**src/hdl/vpe_pkg.sv**
```systemverilog
// Shared types and constants for the voxel palette encoder.
// Used by every module under hdl/; depends on nothing else.
`default_nettype none

package vpe_pkg;

  localparam int unsigned DEF_PALETTE_DEPTH = 256;
  localparam int unsigned DEF_MAX_AXIS      = 255;
  localparam int unsigned FIFO_DEPTH        = 4;
  localparam int unsigned POS_W             = 8;
  localparam int unsigned ID_W              = 15;
  localparam int unsigned CFG_IDX_W         = 2;
  localparam int unsigned CFG_DATA_W        = 8;

  // configuration register indexes
  localparam logic [CFG_IDX_W-1:0] CFG_SIZE_X = 2'd0;
  localparam logic [CFG_IDX_W-1:0] CFG_SIZE_Y = 2'd1;
  localparam logic [CFG_IDX_W-1:0] CFG_SIZE_Z = 2'd2;

  localparam logic STATUS_CELL  = 1'b0;
  localparam logic STATUS_ABORT = 1'b1;

  typedef struct packed {
    logic signed [15:0] block_id;
    logic               start_selection;
  } vpe_in_t;

  typedef struct packed {
    logic [7:0]      local_x;
    logic [7:0]      local_y;
    logic [7:0]      local_z;
    logic [7:0]      palette_index;
    logic            new_entry;
    logic [ID_W-1:0] entry_block_id;
    logic            status;
  } vpe_out_t;

  // one queued work unit from front to back
  typedef struct packed {
    logic             start;
    logic             voxel;
    logic [POS_W-1:0] x;
    logic [POS_W-1:0] y;
    logic [POS_W-1:0] z;
    logic [ID_W-1:0]  id;
  } vpe_entry_t;

  typedef enum logic [1:0] {
    BK_IDLE,
    BK_SEARCH,
    BK_EMIT
  } vpe_bk_state_t;

endpackage

`default_nettype wire

```
**src/hdl/vpe_front.sv**
```systemverilog
// Front end: accepts input transactions, tracks the box position and
// completion, drops empty ids and queues work for the back end. Uses vpe_pkg.
`default_nettype none

module vpe_front import vpe_pkg::*; #(
  parameter int unsigned MAX_AXIS = DEF_MAX_AXIS
) (
  input  wire logic                  clk,
  input  wire logic                  rst,
  input  wire logic                  in_valid,
  output logic                       in_stall,
  input  wire vpe_in_t               in_data,
  input  wire logic [CFG_DATA_W-1:0] size_x,
  input  wire logic [CFG_DATA_W-1:0] size_y,
  input  wire logic [CFG_DATA_W-1:0] size_z,
  output logic                       q_push,
  output vpe_entry_t                 q_entry,
  input  wire logic                  q_full
);

  localparam int unsigned AXIS_CAP = (MAX_AXIS > 255) ? 255 : MAX_AXIS;
  localparam logic [POS_W-1:0] CAP = POS_W'(AXIS_CAP);

  logic [POS_W-1:0] pos_x, pos_y, pos_z;
  logic [POS_W-1:0] pos_x_next, pos_y_next, pos_z_next;
  logic             done, done_next;

  logic             accept, start, run, id_ok;
  logic [POS_W-1:0] px, py, pz;
  logic [POS_W-1:0] ext_x, ext_y, ext_z;
  logic [POS_W:0]   x1, y1, z1;

  function automatic logic [POS_W-1:0] extent(input logic [POS_W-1:0] r,
                                               input logic [POS_W-1:0] cap);
    logic [POS_W-1:0] e;
    e = (r == '0) ? POS_W'(1) : r;
    return (e > cap) ? cap : e;
  endfunction

  assign in_stall = q_full;
  assign accept   = in_valid && !q_full;
  assign start    = in_data.start_selection;
  assign run      = start || !done;
  // strictly positive ids only
  assign id_ok    = !in_data.block_id[15] && (in_data.block_id != '0);

  assign ext_x = extent(size_x, CAP);
  assign ext_y = extent(size_y, CAP);
  assign ext_z = extent(size_z, CAP);

  assign px = start ? '0 : pos_x;
  assign py = start ? '0 : pos_y;
  assign pz = start ? '0 : pos_z;

  assign x1 = {1'b0, px} + (POS_W+1)'(1);
  assign z1 = {1'b0, pz} + (POS_W+1)'(1);
  assign y1 = {1'b0, py} + (POS_W+1)'(1);

  always_comb begin
    pos_x_next = pos_x;
    pos_y_next = pos_y;
    pos_z_next = pos_z;
    done_next  = done;
    if (accept && run) begin
      done_next  = 1'b0;
      pos_x_next = px;
      pos_y_next = py;
      pos_z_next = pz;
      if (x1 >= {1'b0, ext_x}) begin
        pos_x_next = '0;
        if (z1 >= {1'b0, ext_z}) begin
          pos_z_next = '0;
          if (y1 >= {1'b0, ext_y}) begin
            pos_y_next = '0;
            done_next  = 1'b1;
          end else begin
            pos_y_next = y1[POS_W-1:0];
          end
        end else begin
          pos_z_next = z1[POS_W-1:0];
        end
      end else begin
        pos_x_next = x1[POS_W-1:0];
      end
    end
  end

  // a start must reach the back end even when its id is empty
  always_comb begin
    q_entry.start = start;
    q_entry.voxel = run && id_ok;
    q_entry.x     = px;
    q_entry.y     = py;
    q_entry.z     = pz;
    q_entry.id    = in_data.block_id[ID_W-1:0];
    q_push        = accept && (start || (run && id_ok));
  end

  always_ff @(posedge clk) begin
    if (rst) begin
      pos_x <= '0;
      pos_y <= '0;
      pos_z <= '0;
      done  <= 1'b0;
    end else begin
      pos_x <= pos_x_next;
      pos_y <= pos_y_next;
      pos_z <= pos_z_next;
      done  <= done_next;
    end
  end

endmodule

`default_nettype wire

```
**config.mk**
```make
export PLATFORM = sky130hd
export DESIGN_NAME = vpe_front
export DESIGN_NICKNAME = d
export VERILOG_FILES = /design/src/hdl/vpe_pkg.sv /design/src/hdl/vpe_front.sv
export SDC_FILE = /design/constraint.sdc
export NUM_CORES = 1
export LEC_CHECK = 0
export BUFFER_PORTS_ARGS = -buffer_cell sky130_fd_sc_hd__buf_2
export CAP_MARGIN = 25
export CELL_PAD_IN_SITES_DETAIL_PLACEMENT = 1
export CELL_PAD_IN_SITES_GLOBAL_PLACEMENT = 1
export CORE_UTILIZATION = 39
export CTS_BUF_LIST = sky130_fd_sc_hd__clkbuf_4 sky130_fd_sc_hd__clkbuf_8 sky130_fd_sc_hd__clkbuf_16
export DETAILED_ROUTE_END_ITERATION = 10
export HOLD_SLACK_MARGIN = 0.1
export PLACE_DENSITY_LB_ADDON = 0.1
export SLEW_MARGIN = 20
export SYNTH_ARGS = -nofsm -noshare
export SYNTH_HDL_FRONTEND = slang
export SYNTH_SLANG_ARGS = --single-unit
```
**constraint.sdc**
```tcl
create_clock -name clk -period 6.9 [get_ports clk]
set_clock_uncertainty 0.1 [all_clocks]
set_input_delay 0.69 -clock clk [delete_from_list [all_inputs] [get_ports clk]]
set_output_delay 0.69 -clock clk [all_outputs]
set_load 0.01 [all_outputs]
```
Word level (Yosys, flattened, before mapping)
Cells that the tools add are included.
- magnitude comparators: 6
- reductions and logical operators: 14
- eq/ne operators: 0
- mux-type cells: 18
- div/mod/pow operators: 0
- $add $sub $neg: 3
- bitwise gates (word level): 0
- multiply operators: 0
- shifts and indexed selects: 0
- operator list (operator ; count):
    $mux W8 ; 15
    $add A8 B1 Y9 const B ; 3
    $ge A9 B8 Y1 ; 3
    $gt A8 B8 Y1 const B ; 3
    $logic_not A8 Y1 ; 3
    $reduce_bool A16 Y1 ; 1
    $logic_and A1 B1 Y1 ; 5
    $logic_not A1 Y1 ; 3
    $mux W1 ; 3
    $logic_or A1 B1 Y1 ; 2
- flip-flop bits (word level): 25
- memories: 0
- logic and storage cells: 45
- input bits: 45
- memory bits (writable): 0
- bits in latches: 0
- bits in read-only memories: 0

Depth between registers and ports, before layout
- depth after elaboration: 8
- gate-level depth with buffers: 18

Least setup slack after synthesis
OpenSTA, ideal clock, no wires.
- path type: input to register
- start point: input in_data[0] in the netlist's numbering
- end point: register pos_y[3]
- path slack: 2.598 ns
- stages on the path: 18
- library setup time: 0.086 ns
- arrival time: 4.116 ns
- required time: 6.714 ns
- path through: buf_4 -> buf_2 -> buf_2 -> clkbuf_1 -> nor2b_1 -> ha_1 -> nand3_2 -> nor4bb_4 -> xnor2_1 -> nor2_1 -> ha_1 -> o21ai_0 -> nor2_1 -> a311o_4 -> o21ai_4 -> buf_6 -> a21oi_1 -> a221oi_2
- RTL lines (item ; RTL line ; source):
    start, declared ; vpe_front.sv:12 ; input wire vpe_in_t in_data,
    end signal, assigned ; vpe_front.sv:107 ; pos_y <= pos_y_next;
    end, declared ; vpe_front.sv:24 ; logic [POS_W-1:0] pos_x, pos_y, pos_z;

Final worst setup path
- start point: input in_data[0] in the netlist's numbering
- end point: register pos_y[5]
- word-level cells in the longest chain between the ends: 6
- ends and longest elaborated chain (item ; RTL line ; source):
    $mux W8 ; vpe_front.sv:52 ; assign py = start ? '0 : pos_y;
    $add A8 B1 Y9 ; vpe_front.sv:57 ; assign y1 = {1'b0, py} + (POS_W+1)'(1);
    $ge A9 B8 Y1 ; vpe_front.sv:73 ; if (y1 >= {1'b0, ext_y}) begin
    $mux W8 ; vpe_front.sv:73 ;
    $mux W8 ; vpe_front.sv:71 ; if (z1 >= {1'b0, ext_z}) begin
    $mux W8 ; vpe_front.sv:69 ; if (x1 >= {1'b0, ext_x}) begin
Several ways; a longest one is shown, not always the timed one.
A chain may end at the register's enable or synchronous reset.

==> impl_metrics.ini <==
[synthesis]
synth_edf_count = 0
synth_warnings = 0
syn_area_per_cell_um2 = 8.045
synth_area_um2 = 2526
syn-num-nets = 386
synthFlopType = dfxtp_1
ys_seq_area_frac = 0.1981
syn_inst = 314
synth.distinct_cells = 57
synth_seq_cells = 25
async_flop_share = 0

[sta]
rsz0062_at_grt = false
hold_violations = 0
fmax_mhz = 241.8
slew_headroom = 0.4768
tightest_slew_ns = 0.7849
tns_ns = 0
setup_ws_ns = 2.765
period_needed_ns = 4.135
setup_violations = 0
drv_slew = 0
fin_crit_sh = 0.5993

[floorplanning]
die_y_um = 82.48
die-area_um2 = 6803
core_region_area_um2 = 6096
die_w_um = 82.48
io_pins = 88
fp-row-count = 28
start_util = 0.4144

[run_status]
run_status = completed

[grt]
antenna_found_initial = 0
grt_pass1_vias = 2372
grt-ovfl-total = 0
grt_util_all_layers = 0.2135
grt_max_degree = 40
grt_pass1_wl_um = 11290

[power]
power_density_nw_per_um2 = 108.3
ir_worst_vdd_uv = 81.88
total_power_w = 0.0003162
p_leak_nw = 1.531

[job]
maxCapViolCount = 0

[clock_tree]
tritoncts = done
cts_buffer_depth = 2
clock_sinks = 25
clock_latency_ns = 0.27
htreeDepth = 1
cts_inserted_buffers = 3
ctsHoldBuffers = 0
cts.clk_slew.worst_paths_ns = 0.09
cts_setup_buffers = 0
cts_resized = 0
root_buffer = clkbuf_8

[worst_setup_path]
path_class = in2reg
rr_startpoint = pos_z[0]
path_cells = buf_2, nor2b_1, ha_1, nand3_2, nor4bb_4, xnor2_1, nor2_1, ha_1, a211oi_1, nor2_1, a311o_4, o21ai_4, o21ai_1, a311oi_1
crit_path_max_incr_delay_ns = 0.43
rr_endpoint = pos_y[5]
cpMaxStageDelayCell = a311o_4
crit_path_end_kind = flop
cp.arrival_ns = 4.21
crit_start = in_data[0]
critPathLaunchType = primary input
cp.required_ns = 6.98
crit_fanout = 39
r2r_setup_slack_ns = 3.17
reg2reg_depth = 13

[final_layout]
mostFrequentLayoutCells = 87 x buf_2, 27 x inv_1, 27 x ha_1, 25 x dfxtp_1, 23 x nor2_1
nets = 449
num_antenna_cells = 0
syn2layout_area_growth_pct = 15.55
drive_gt1_frac = 0.2846
final_common_cell = buf_2
post-route-util = 0.4789

[hold_path]
worstHoldStart = pos_x[5]
worstHoldPathCells = 2
hold_path_end = pos_x[5]
hold_path_class = reg2reg

[placed_design]
portBuffers = 87
dp_hpwl_um = 5429
gp_congestion = 0.7643
preCtsSetupSlack_ns = 2.475

[drt]
dr.pass1.iters = 4
ant_nets = 0
drc = 0
vias = 2433
wl_per_cell_um = 15.07
drt-initial-drc-count = 101
drt-total-wl_um = 6796
vias_per_cell = 5.395
## worst max path at each step
stage,endpoint,slack [ns],cells after the start
after detailed placement,pos_y[0],2.48,14
after global routing,pos_y[6],2.44,14
after global placement,pos_y[0],2.61,14
final,pos_y[5],2.76,14
after floorplan,pos_y[3],2.60,18
after CTS,pos_y[5],2.77,14
## flip-flops by register name, summed over array words and instances, names as in the netlist
name,flops
done,1
pos_y,8
pos_x,8
pos_z,8
## through the flow
step                instance area [µm²]  instances  hold slack, ns
floorplan                          2526        314          0.3271
global placement                   2870        447          0.3359
detailed placement                 2870        447          0.3480
CTS                                2919        451          0.3700
global route                       2919        451          0.3832
finish                             2919        451          0.3651
## cell type report
class / instances / area [µm²]
Fill cell: 816 / 3177
Multi-Input combinational cell: 232 / 1732
Timing Repair Buffer: 88 / 442.9
Tap cell: 75 / 93.84
Inverter: 27 / 101.3
Sequential cell: 25 / 500.5
Clock buffer: 4 / 48.80
## worst max-delay path, delay by kind of cell
| family | cells | cell delay (ns) |
|---|---|---|
| AOI/OAI and AO/OA | 5 | 1.47 |
| xor gates and xnor gates | 1 | 0.16 |
| adders and majority gates | 2 | 0.53 |
| buffers and inverters | 1 | 0.35 |
| and+or+nand+nor | 5 | 0.99 |
## per-layer routing
| metal | up-vias | routed length [µm] | track usage |
|---|---|---|---|
| met2 | 32 | 3417 | 0.3851 |
| li1 | 1236 | - | - |
| met5 | - | 0 | 0 |
| met3 | 2 | 153 | 0.03077 |
| met4 | 0 | 27 | 0.02632 |
| met1 | 1163 | 3197 | 0.2734 |
## cell usage after synthesis (2+ instances only)
cell       n  share of area
nor3_1     3         0.0059
nand2b_1   6          0.015
a221oi_2   3          0.018
ha_1      27           0.13
dfxtp_1   25           0.20
a221oi_1   3          0.010
a311o_1    2         0.0079
buf_2      4         0.0079
clkbuf_1   6         0.0089
xor2_1    11          0.038
nand2_1   15          0.022
nand3_1   16          0.032
nor2_1    23          0.034
a311oi_1   2         0.0069
a211oi_1   2         0.0059
nor3b_1    4          0.012
nand4_1    6          0.015
nor2b_2    3          0.010
inv_1     27          0.040
a21o_1     2         0.0059
o21ai_0   13          0.026
a22o_1     5          0.017
xnor2_1    7          0.024
a41o_1     3          0.012
nand4b_1   2         0.0069
nor2b_1   19          0.047
a21oi_1   17          0.034
and3_1     6          0.015
buf_4     18          0.053
nor4_1     6          0.015
o31ai_1    2         0.0059
## report_power, final
group	total (W)	leakage (nW)	switching (W)	internal (W)
registers	0.000151	0.203	0.00000322	0.000148
clock network	0.0000934	0.0262	0.0000481	0.0000453
logic	0.0000721	1.30	0.0000423	0.0000298
total	0.000316	1.53	0.0000936	0.000223
## logic make-up (layout without fill, tap and decap cells)
| logic type | count (synthesis) | count (layout) | synth area share |
|---|---|---|---|
| and+or+nand+nor | 120 | 120 | 0.2808 |
| AOI/OAI and AO/OA | 67 | 67 | 0.2085 |
| buffers and inverters | 57 | 119 | 0.1164 |
| adders and majority gates | 27 | 27 | 0.1337 |
| DFF | 25 | 25 | 0.1981 |
| xor gates and xnor gates | 18 | 18 | 0.06241 |
Note: power is estimated with default switching activity, not from simulation.
