[config.mk]
export PLATFORM = sky130hd
export DESIGN_NAME = vpe_fifo
export DESIGN_NICKNAME = d
export VERILOG_FILES = /design/src/hdl/vpe_pkg.sv /design/src/hdl/vpe_fifo.sv
export SDC_FILE = /design/constraint.sdc
export NUM_CORES = 1
export LEC_CHECK = 0
export CORE_MARGIN = 2
export CORE_UTILIZATION = 67
export DETAILED_ROUTE_END_ITERATION = 10
export DONT_BUFFER_PORTS = 1
export PLACE_DENSITY = 0.86
export SYNTH_ARGS = -nofsm -noshare
export SYNTH_HDL_FRONTEND = slang
export SYNTH_SLANG_ARGS = --single-unit
[constraint.sdc]
create_clock -name clk -period 4.15 [get_ports clk]
set_input_delay 0.2075 -clock clk [delete_from_list [all_inputs] [get_ports clk]]
set_output_delay 0.2075 -clock clk [all_outputs]
set_load 0.005 [all_outputs]
[src/hdl/vpe_pkg.sv]
// Shared types and constants for the voxel palette encoder.
// Used by every module under hdl/; depends on nothing else.
`default_nettype none

package vpe_pkg;

  localparam int unsigned DEF_PALETTE_DEPTH = 256;
  localparam int unsigned DEF_MAX_AXIS      = 255;
  localparam int unsigned FIFO_DEPTH        = 4;
  localparam int unsigned POS_W             = 8;
  localparam int unsigned ID_W              = 15;
  localparam int unsigned CFG_IDX_W         = 2;
  localparam int unsigned CFG_DATA_W        = 8;

  // configuration register indexes
  localparam logic [CFG_IDX_W-1:0] CFG_SIZE_X = 2'd0;
  localparam logic [CFG_IDX_W-1:0] CFG_SIZE_Y = 2'd1;
  localparam logic [CFG_IDX_W-1:0] CFG_SIZE_Z = 2'd2;

  localparam logic STATUS_CELL  = 1'b0;
  localparam logic STATUS_ABORT = 1'b1;

  typedef struct packed {
    logic signed [15:0] block_id;
    logic               start_selection;
  } vpe_in_t;

  typedef struct packed {
    logic [7:0]      local_x;
    logic [7:0]      local_y;
    logic [7:0]      local_z;
    logic [7:0]      palette_index;
    logic            new_entry;
    logic [ID_W-1:0] entry_block_id;
    logic            status;
  } vpe_out_t;

  // one queued work unit from front to back
  typedef struct packed {
    logic             start;
    logic             voxel;
    logic [POS_W-1:0] x;
    logic [POS_W-1:0] y;
    logic [POS_W-1:0] z;
    logic [ID_W-1:0]  id;
  } vpe_entry_t;

  typedef enum logic [1:0] {
    BK_IDLE,
    BK_SEARCH,
    BK_EMIT
  } vpe_bk_state_t;

endpackage

`default_nettype wire

[src/hdl/vpe_fifo.sv]
// Short queue of work entries between the front and back ends.
// Uses vpe_pkg for the entry type and depth.
`default_nettype none

module vpe_fifo import vpe_pkg::*; (
  input  wire logic       clk,
  input  wire logic       rst,
  input  wire logic       push,
  input  wire vpe_entry_t push_data,
  output logic            full,
  input  wire logic       pop,
  output vpe_entry_t      pop_data,
  output logic            empty
);

  localparam int unsigned PTR_W = $clog2(FIFO_DEPTH);
  localparam int unsigned CNT_W = $clog2(FIFO_DEPTH + 1);

  vpe_entry_t       slots [FIFO_DEPTH];
  logic [PTR_W-1:0] wr_ptr, rd_ptr;
  logic [CNT_W-1:0] fill;
  logic             do_push, do_pop;

  assign full     = (fill == CNT_W'(FIFO_DEPTH));
  assign empty    = (fill == '0);
  assign do_push  = push && !full;
  assign do_pop   = pop && !empty;
  assign pop_data = slots[rd_ptr];

  always_ff @(posedge clk) begin
    if (do_push) begin
      slots[wr_ptr] <= push_data;
    end
  end

  always_ff @(posedge clk) begin
    if (rst) begin
      wr_ptr <= '0;
      rd_ptr <= '0;
      fill   <= '0;
    end else begin
      if (do_push) begin
        wr_ptr <= (wr_ptr == PTR_W'(FIFO_DEPTH - 1)) ? '0 : wr_ptr + PTR_W'(1);
      end
      if (do_pop) begin
        rd_ptr <= (rd_ptr == PTR_W'(FIFO_DEPTH - 1)) ? '0 : rd_ptr + PTR_W'(1);
      end
      unique case ({do_push, do_pop})
        2'b10:   fill <= fill + CNT_W'(1);
        2'b01:   fill <= fill - CNT_W'(1);
        default: fill <= fill;
      endcase
    end
  end

endmodule

`default_nettype wire

* Word-level counts from Yosys, hierarchy flattened *
Memories as Yosys holds them, arrays and structs flattened. A register that Yosys moved wholly into a read port is not among the register bits.
Cells that the tools add are included.

cells by class
  add/sub/neg operators = 4
  reduce and logical (&&, ||, !) cells = 6
  multipliers = 0
  bitwise logic cells = 0
  equality and inequality tests = 5
  multiplexer cells = 7
  shift-type cells = 0
  $lt $le $gt $ge = 0
  div/mod/pow operators = 0

operator list
  kind                                                                 count
  2-bit 2-to-1 mux                                                     4
  2-bit == test (second input constant)                                3
  3-bit case mux with 2 select lines                                   1
  2-bit by 1-bit adder with 2-bit output (second input constant)       2
  3-bit by 1-bit adder with 3-bit output (second input constant)       1
  3-bit == test (second input constant)                                1
  3-bit logical NOT                                                    1
  3-bit by 1-bit subtractor with 3-bit output (second input constant)  1
  2-bit by 1-bit == test with 1-bit output (second input constant)     1
  1-bit logical AND                                                    2
  1-bit logical NOT                                                    2
  1-bit 2-to-1 mux                                                     2
  2-bit nonzero test                                                   1

storage, ports and cells
  bits of input ports = 45
  bits in latches = 0
  memory bits (writable) = 164
  memories = 1
  word-level logic and storage cells = 26
  flip-flop bits (word level) = 7
  bits in read-only memories = 0

memory list
  name   words  width  rd ports  clocked after Yosys merged registers in  wr ports  RTL line        source
  slots  4      41     1         1                                        1         vpe_fifo.sv:19  vpe_entry_t slots [FIFO_DEPTH];

* Logic depth before layout (Yosys ltp) *
Gate-level depths: netlist of the first run.

  depth in word-level cells = 5
  mapped depth = 10
  depth with buffers taken out = 9

* Worst setup path after synthesis of the first run *
OpenSTA, ideal clock, no wires.

  kind = flip-flop to flip-flop
  start = reg fill[2]
  end = reg fill[2]
  slack = 1800 ps
  library setup time = 70 ps
  data arrival time = 2280 ps
  clock period less this slack = 2350 ps
  stages on the path, launching flop included = 11
  required time = 4080 ps
  path through = dfxtp_1 -> or3b_1 -> buf_6 -> and2_4 -> inv_1 -> ha_1 -> inv_1 -> fa_1 -> xor2_1 -> or3_2 -> a21oi_1

between the ends
  word-level cells in the longest chain between the ends = 5

RTL lines
  item                                                                              RTL line                        source
  start: declaration                                                                vpe_fifo.sv:21                  logic [CNT_W-1:0] fill;
  start signal: assignment                                                          vpe_fifo.sv:49                  2'b10: fill <= fill + CNT_W'(1);
  start signal: assignment                                                          vpe_fifo.sv:50                  2'b01: fill <= fill - CNT_W'(1);
  start signal: assignment                                                          vpe_fifo.sv:51                  default: fill <= fill;
  3-bit == test / 3-bit logical NOT (equally long branches)                         vpe_fifo.sv:24, vpe_fifo.sv:25
  1-bit logical NOT (on tied branches)                                              vpe_fifo.sv:26, vpe_fifo.sv:27
  1-bit logical AND (on tied branches)                                              vpe_fifo.sv:26, vpe_fifo.sv:27
  2-bit by 1-bit == test with 1-bit output / 2-bit == test (equally long branches)  vpe_fifo.sv:48                  unique case ({do_push, do_pop})
  3-bit case mux with 2 select lines / 2-bit nonzero test (equally long branches)   -

Parallel ways exist; a longest one is shown, timed or not.
A chain may end at the register's enable or synchronous reset.

* Worst setup path in the final report of the first run *
Ends and elaborated chain as after synthesis.

==> results of run 1 <==
-- area by class of cell --
cell class                      count  share of cell area (%)
Multi-Input combinational cell     76                    15.8
Tap cell                          129                    2.13
Clock buffer                       17                    5.46
Sequential cell                   173                    67.4
Clock inverter                     15                    2.92
Timing Repair Buffer               45                    5.94
Inverter                            8                   0.396
-- power groups by stage --
| stage | registers, mW | logic, mW | clock network (mW) |
|---|---|---|---|
| 2_1_floorplan | 2.17 | 0.567 | 0 |
| 3_3_place_gp | 2.29 | 0.546 | 0 |
| 3_5_place_dp | 2.30 | 0.560 | 0 |
| 4_1_cts | 2.27 | 0.622 | 1.69 |
| 5_1_grt | 2.29 | 0.669 | 1.78 |
| 6_report | 2.26 | 0.625 | 1.69 |
-- critical path: cells and delay by family, from the launching register on --
kind	cells	cell delay (ns)
buffers and inverters	2	0.14
AO/OA/AOI/OAI	1	0.20
flip-flops	1	0.39
adder cells (fa/ha/maj)	2	0.59
XOR/XNOR	1	0.17
AND/OR/NAND/NOR	3	1.15
-- logic make-up (layout without fill, tap and decap cells) --
| group | Yosys count | in the layout |
|---|---|---|
| mux | 42 | 42 |
| buf+inv | 20 | 85 |
| compound gates | 8 | 8 |
| flops | 173 | 173 |
| xor+xnor | 2 | 2 |
| simple gates | 17 | 17 |
| fa+ha+maj | 7 | 7 |
-- synth_stat cells (all sizes together) --
library cell,instances
nand2,1
or3b,1
or3,2
fa,1
edfxtp,164
clkbuf,1
and2,1
a21oi,4
buf,11
nor2,4
o21ai,1
o31ai,2
xor2,2
nand3,2
inv,8
nor3,2
and3,4
mux4,41
mux2i,1
ha,6
a21o,1
dfxtp,9
-- timing repair --
item                                    in CTS  in global routing
hold buffers                                45                  0
endpoints found under the hold margin      173                  0
endpoints found under the setup margin       0                  0
-- state kept, by name, summed over array words and instances (netlist names), named ones only --
register,cells
fill,3
slots,164
wr_ptr,2
rd_ptr,2
-- path summary, 6_finish.rpt --
path,startpoint,slack [ns],cells past startpoint,to
worst min register to register,rd_ptr[0]$_SDFFE_PP0P_,0.53,2,register
worst max-delay path,fill[2]$_SDFFE_PP0P_,1.44,9,fill[2]$_SDFFE_PP0P_
worst max register to register,fill[2]$_SDFFE_PP0P_,1.44,9,fill[2]$_SDFFE_PP0P_
worst min-delay path,push_data[24],0.40,1,slots[3][24]$_DFFE_PP_
-- per-layer routing --
metal  track usage (%)  share of wire [%]  vias to the layer above
met1              31.9                 39                     1502
li1                  -                  -                     1228
met2              40.0                 53                      115
met5                 0                  0                        -
met4              9.15                1.7                        0
met3              8.49                6.5                       14
==> impl_metrics.json, run 1 <==
{
  "cap_violations": 0,
  "cts_setup_buffers": 0,
  "vias": 2859,
  "viasPerCell": 6.17,
  "multi_input_area_um2": 1200,
  "worst_slew_pin_slew_ns": 1.07,
  "pin_count": 88,
  "first_pass_iters": 7,
  "wl_um": 11800,
  "overflow": 0,
  "fmax_ghz": 0.369,
  "final_util_pct": 82.1,
  "synth_top_family_by_area": "multiplexers",
  "layout_common_cells": "edfxtp_1 (164), dlygate4sd3_1 (45), mux4_2 (41)",
  "ys_ff_latch": 173,
  "worst_path_max_delay_cell": "or3b_1",
  "grt_first_pass_wirelength_um": 17600,
  "drt_iter0_drc": 191,
  "cts_root_buf": "clkbuf_8",
  "required_ns": 4.59,
  "dp_hpwl_um": 5560,
  "post-route-cell-area_um2": 7590,
  "synth.yosys.seq_area_share_pct": 79.7,
  "rsz0062_at_grt": "false",
  "power.share.clock_pct": 36.9,
  "path_class": "register to register",
  "ant_nets": 0,
  "initial_utilization_pct": 69.3,
  "syn_to_final_growth_pct": 18.4,
  "pwr-share-seq_pct": 49.4,
  "dieArea_um2": 10400,
  "switching_power_mw": 1.14,
  "hold_slack_ns": 0.396,
  "synth_warnings": 0,
  "grt_pass1_vias": 2970,
  "diodes": 0,
  "cts.sinks": 173,
  "slew_violations": 0,
  "start_kind": "register",
  "synth.area.top_cells": "edfxtp_1 (77%), mux4_2 (14%), dfxtp_1 (2.8%)",
  "die_y_um": 102,
  "min-delay-path-class": "input pin to register",
  "path_clk_slew_ns": 0.07,
  "synthSimpleGateAreaFrac_pct": 1.54,
  "nNetsFinal": 373,
  "synth_cells": 269,
  "portBuffers": 0,
  "synth_area_leader_cell": "edfxtp_1",
  "crit_top_cell": "inv_1",
  "hold_viol": 0,
  "place_congestion": 0.734,
  "p_leak_nw": 2.45,
  "layout_commonest_cell": "edfxtp_1",
  "grt_max_degree": 42,
  "ir_drop_mv": 0.358,
  "cts_tree": "done",
  "cts_buffer_depth": 2,
  "worst_skew_pair.late_latency_ns": 0.51,
  "cts_resized": 0,
  "crit_fanout": 9,
  "pre_cts_slack_ns": 1.61,
  "fill_cells": 401,
  "antenna_found_initial": 0,
  "cp.arrival_ns": 3.14,
  "internal-power_mw": 3.43,
  "ff_latch_area_um2": 5110,
  "synth-compound-area-share_pct": 0.820,
  "wl_per_cell_um": 25.5,
  "finalCriticalPeriod_ns": 2.71,
  "synth_xor_area_share_pct": 0.273,
  "finalSetupViolCount": 0,
  "total_power_mw": 4.58,
  "powerDensity_nw_per_um2": 604,
  "end_kind": "register",
  "grt_usage_pct": 24.8,
  "period_share_pct": 65.2,
  "ys_types": 28,
  "setup_slack_ns": 1.44,
  "relSlewSlack_pct": 28.6,
  "path_cells": "or3b_1 -> and2_4 -> inv_1 -> ha_1 -> inv_1 -> fa_1 -> xor2_1 -> or3_2 -> a21oi_1",
  "cts-htree-levels": 4,
  "p_comb_share_pct": 13.7,
  "synthMuxAreaShare_pct": 14.6,
  "place_area_um2": 6500,
  "rows": 35,
  "syn_area_um2": 6410,
  "layout-drive-gt1-share_pct": 24.6,
  "p_sw_share_pct": 25.0,
  "die_x_um": 102,
  "drc_errors": 0,
  "synth.avg_cell_area_um2": 23.8,
  "max_stage_delay_ns": 0.50,
  "dp.cells": 386,
  "netlist.area_leader.share_pct": 76.9,
  "syn_nets": 321,
  "synthAdderAreaFrac_pct": 1.48,
  "outcome": "finished clean",
  "finalNonFillerCells": 463,
  "skew_ns": 0.0114,
  "fin_setup_tns_ns": 0,
  "coreArea_um2": 9240,
  "cts-buffers-inserted": 17
}
Note: power is estimated with default switching activity, not from simulation.
==> inputs of run 2 (changes only) <==
- CORE_UTILIZATION: 67 -> 62
- PLACE_DENSITY: 0.86 -> 0.81
- clock period: 4.15 -> 2.5 ns (I/O delays scaled with it)
==> run 2 against run 1 <==
  * Core utilization decreased by 7.5 points
  * Non-clock buffer count increased by 4
  * Fmax increased by 12%
  * Global-route usage decreased by 3.5 points
  * Via count decreased by 0.91%
  * Sequential share of layout area about the same
  * Clock skew decreased by 0.0066 ns
  * Critical path depth unchanged
  * Register-to-register slack got worse by 1.4 ns
  * Largest cell class unchanged
  * Highest routed layer unchanged
==> impl_metrics.json, run 2 (synthesis results as in run 1) <==
{
  "ant_nets": 0,
  "cap_violations": 0,
  "required_ns": 2.95,
  "finalCriticalPeriod_ns": 2.42,
  "coreArea_um2": 10200,
  "place_congestion": 0.702,
  "cts-buffers-inserted": 17,
  "worst_slew_pin_slew_ns": 1.09,
  "crit_fanout": 5,
  "hold_slack_ns": 0.189,
  "total_power_mw": 7.33,
  "dp.cells": 398,
  "die_y_um": 106,
  "nNetsFinal": 377,
  "wl_um": 10800,
  "rows": 37,
  "antenna_found_initial": 0,
  "finalNonFillerCells": 474,
  "vias": 2833,
  "cp.arrival_ns": 2.87,
  "r2r-end": "fill[2]$_SDFFE_PP0P_",
  "hp-start": "push",
  "die_x_um": 106,
  "reg2reg_depth": 9,
  "initial_utilization_pct": 62.9,
  "first_pass_iters": 4,
  "cts-htree-levels": 4,
  "worst_path_max_delay_cell": "or3_2",
  "finalSetupViolCount": 0,
  "post-route-cell-area_um2": 7590,
  "wl_per_cell_um": 22.9,
  "overflow": 0,
  "ir_drop_mv": 0.634,
  "max_stage_delay_ns": 0.43,
  "grt_first_pass_wirelength_um": 16700,
  "cts_buffer_depth": 2,
  "cts.sinks": 173,
  "start_kind": "register",
  "dp_hpwl_um": 6060,
  "regMostFlops": "slots",
  "outcome": "finished clean",
  "grt_max_degree": 42,
  "min_path_cells": 2,
  "dieArea_um2": 11200,
  "grt_usage_pct": 21.2,
  "timing.rr.start": "fill[2]$_SDFFE_PP0P_",
  "worst_skew_pair.late_latency_ns": 0.53,
  "slew_violations": 0,
  "end_kind": "register",
  "viasPerCell": 5.98,
  "pin_count": 88,
  "crit_top_cell": "inv_1",
  "relSlewSlack_pct": 27.5,
  "cts_tree": "done",
  "layout-drive-gt1-share_pct": 26.0,
  "place_area_um2": 6570,
  "fin_setup_tns_ns": 0,
  "skew_ns": 0.00478,
  "portBuffers": 0,
  "rrSetupSlack_ns": 0.08,
  "critical_path_depth": 9,
  "cts_setup_buffers": 0,
  "min_to": "slots[2][24]$_DFFE_PP_",
  "hold_viol": 0,
  "cp_top_family": "simple AND/OR/NAND/NOR gates",
  "layout_commonest_cell": "edfxtp_1",
  "diodes": 0,
  "syn_to_final_growth_pct": 18.5,
  "powerDensity_nw_per_um2": 965,
  "path_cells": "or3b_4 -> and2_4 -> inv_1 -> ha_2 -> inv_1 -> fa_1 -> xor2_1 -> or3_2 -> a21oi_2",
  "p_leak_nw": 2.44,
  "crit_buf_inv": 2,
  "period_share_pct": 96.9,
  "cts_root_buf": "clkbuf_8",
  "min-delay-path-class": "input pin to register",
  "fmax_ghz": 0.413,
  "largest_register_ffs": 164,
  "layout_common_cells": "edfxtp_1 (164), dlygate4sd3_1 (44), mux4_2 (41)",
  "path_class": "register to register",
  "drt_iter0_drc": 182,
  "drc_errors": 0,
  "grt_pass1_vias": 2991,
  "top_regs": "slots x164, fill x3",
  "path_clk_slew_ns": 0.06
}
[run 2: changes by cell type in the layout (fill, tap and decap cells not counted), sizes merged]
cell	change
buf	+5
clkinvlp	+1
dlygate4sd3	-1
bufinv	-1
inv	-8
clkbuf	+1
clkinv	+7
[run 2: worst max-delay path by stage]
stage / startpoint / to / slack, ns
global placement: fill[2]$_SDFFE_PP0P_ / fill[2]$_SDFFE_PP0P_ / 0.21
floorplan: fill[2]$_SDFFE_PP0P_ / fill[2]$_SDFFE_PP0P_ / 0.15
detailed placement: fill[2]$_SDFFE_PP0P_ / fill[2]$_SDFFE_PP0P_ / 0.07
CTS: fill[2]$_SDFFE_PP0P_ / fill[2]$_SDFFE_PP0P_ / 0.02
finish: fill[2]$_SDFFE_PP0P_ / fill[2]$_SDFFE_PP0P_ / 0.08
global route: fill[2]$_SDFFE_PP0P_ / fill[2]$_SDFFE_PP0P_ / -0.006
[run 2: repair_timing]
| action | 4_1_cts | 5_1_grt |
|---|---|---|
| setup endpoints to repair | 0 | 1 |
| endpoints found under the hold margin | 173 | 0 |
| hold buffers | 44 | 0 |
| gates resized for setup | 0 | 6 |
[run 2: layout make-up]
class	count	area, µm²
sequential	173	5110
fill	573	2590
tap	136	170
multi-input combinational	76	1210
clock buffer	18	418
timing repair buffer	49	503
clock inverter	14	151
inverter	8	30.0
[run 2: worst reg2reg max path, cell delays in order, from the launching register on]
cell,delay [ns]
dfxtp_2,0.36
or3b_4,0.39
and2_4,0.17
inv_1,0.06
ha_2,0.19
inv_1,0.06
fa_1,0.37
xor2_1,0.16
or3_2,0.43
a21oi_2,0.15
[run 2: power breakdown]
part	switching [mW]	internal (mW)	leakage [nW]	total [mW]
clock	0.994	1.50	0.271	2.50
sequential	0.178	3.50	1.58	3.67
combinational	0.566	0.591	0.592	1.16
[run 2: layer usage]
metal	vias up	share of wire (%)	GRT usage, %
li1	1234	-	-
met1	1486	39	25.3
met2	97	53	35.3
met3	16	6.3	8.04
met4	0	1.7	8.55
met5	-	0	0
[run 2: stage by stage]
stage,util (%),setup WS [ns]
floorplan,-,0.150
global placement,64.5,0.210
detailed placement,64.5,0.0695
CTS,74.4,0.0158
global route,74.6,-0.00638
finish,74.6,0.0774
==> inputs of run 3 (changes only) <==
- CORE_UTILIZATION: 62 -> 67
- PLACE_DENSITY: 0.81 -> 0.86
- clock period: 2.5 -> 3.1 ns (I/O delays scaled with it)
==> run 3 against run 2 <==
  * Combinational power decreased by 26%
  * Total power down 17%
  * Clock skew grew 0.0075 ns
  * Non-clock buffer count stayed put
  * Cell area increased by 0.12%
  * Count of clock-buffer cells in the layout decreased by 1
  * Largest power group unchanged
  * Sequential share of layout area shrank 0.13 points
  * Final cell count shrank 1.5%
  * Fmax shrank 6.4%
  * Sequential power is 18% lower
==> impl_metrics.json, run 3 (synthesis results as in run 1) <==
{
  "required_ns": 3.55,
  "dieArea_um2": 10400,
  "dp_hpwl_um": 5880,
  "worst_slew_pin_slew_ns": 1.10,
  "place_congestion": 0.742,
  "critPathLaunch": "fill[2]$_SDFFE_PP0P_",
  "rows": 35,
  "grt_max_degree": 42,
  "fin_setup_tns_ns": 0,
  "crit_fanout": 9,
  "finalCriticalPeriod_ns": 2.59,
  "layout_commonest_cell": "edfxtp_1",
  "cts_root_buf": "clkbuf_8",
  "timing.rr.start": "fill[2]$_SDFFE_PP0P_",
  "hold_buffers": 45,
  "top_regs": "slots x164, fill x3",
  "slew_violations": 0,
  "wl_um": 12200,
  "rsz0062_at_grt": "false",
  "start_kind": "register",
  "p_leak_nw": 2.48,
  "drt_iter0_drc": 177,
  "total_power_mw": 6.11,
  "viasPerCell": 6.22,
  "regMostFlops": "slots",
  "syn_to_final_growth_pct": 18.7,
  "r2r-end": "fill[2]$_SDFFE_PP0P_",
  "fmax_ghz": 0.386,
  "worst_skew_pair.late_latency_ns": 0.52,
  "reg2reg_depth": 9,
  "endpoint": "fill[2]$_SDFFE_PP0P_",
  "vias": 2905,
  "largest_register_ffs": 164,
  "ir_drop_mv": 0.533,
  "pre_cts_slack_ns": 0.548,
  "hold_viol": 0,
  "layout-drive-gt1-share_pct": 25.2,
  "outcome": "finished clean",
  "pin_count": 88,
  "path_class": "register to register",
  "die_y_um": 102,
  "period_share_pct": 83.5,
  "relSlewSlack_pct": 27.0,
  "grt_usage_pct": 25.7,
  "cts.sinks": 173,
  "ant_nets": 0,
  "layout_common_cells": "edfxtp_1 (164), dlygate4sd3_1 (45), mux4_2 (41)",
  "rrSetupSlack_ns": 0.51,
  "grt_first_pass_wirelength_um": 18200,
  "cts_buffer_depth": 2,
  "grt_pass1_vias": 3087,
  "cts-htree-levels": 4,
  "cts-buffers-inserted": 17,
  "overflow": 0,
  "portBuffers": 0,
  "wl_per_cell_um": 26.1,
  "skew_ns": 0.0123,
  "final_util_pct": 82.3,
  "cap_violations": 0,
  "end_kind": "register",
  "coreArea_um2": 9240,
  "first_pass_iters": 4,
  "antenna_found_initial": 1,
  "path_clk_slew_ns": 0.07,
  "min-delay-path-class": "input pin to register",
  "setup_slack_ns": 0.512,
  "cts_resized": 0,
  "cts_setup_buffers": 0,
  "powerDensity_nw_per_um2": 804,
  "nNetsFinal": 377,
  "hold_slack_ns": 0.189,
  "cts_tree": "done",
  "drc_errors": 0,
  "cp.arrival_ns": 3.04,
  "die_x_um": 102,
  "finalSetupViolCount": 0,
  "initial_utilization_pct": 69.3
}
[run 3: cell types whose count changed in the layout (fill, tap and decap cells not counted), sizes merged]
cell / previous run / this run
clkinv: 8 / 3
inv: 8 / 15
bufinv: 3 / 4
clkbuf: 18 / 17
buf: 5 / 4
dlygate4sd3: 44 / 45
clkinvlp: 3 / 0
diode: 0 / 1
[run 3: power by group]
group | switching, mW | internal (mW) | leakage (nW)
clock network | 0.900 | 1.33 | 0.308
registers | 0.206 | 2.81 | 1.58
logic | 0.418 | 0.446 | 0.588
[run 3: cell type report]
type | instances | area, µm²
multi-input combinational | 76 | 1200
antenna | 1 | 2.50
clock buffer | 17 | 414
sequential | 173 | 5110
clock inverter | 14 | 205
timing repair buffer | 49 | 480
tap | 129 | 161
inverter | 8 | 30.0
fill | 409 | 1640
[run 3: how the worst min path moves through the flow]
stage,to,depth (start not counted),slack (ns),start
2_1_floorplan,slots[0][0]$_DFFE_PP_,0,0.25,push_data[0]
3_3_place_gp,fill[2]$_SDFFE_PP0P_,1,0.23,rst
3_5_place_dp,wr_ptr[1]$_SDFFE_PP0P_,1,0.23,rst
4_1_cts,slots[2][14]$_DFFE_PP_,1,0.18,push
5_1_grt,slots[2][18]$_DFFE_PP_,1,0.19,push
6_report,slots[2][29]$_DFFE_PP_,1,0.19,push
[run 3: per-layer routing]
layer	global-route usage (%)	share of wire, %	up-vias
met2	41.8	54	114
met1	33.3	38	1541
met3	8.07	6.4	16
met4	9.46	1.6	0
met5	0	0	-
li1	-	-	1234
[run 3: metrics by stage]
stage,std cells,cell area (µm²)
final,467,7600
after global routing,467,7600
after CTS,466,7600
after detailed placement,390,6530
after global placement,390,6530
after floorplan,269,6410
[run 3: worst max-delay path: stages (launching register included)]
cell	delay, ns
dfxtp_1	0.39
or3b_1	0.50
and2_4	0.22
inv_1	0.05
ha_1	0.18
inv_1	0.07
fa_1	0.39
xor2_1	0.17
or3_2	0.41
a21oi_1	0.16
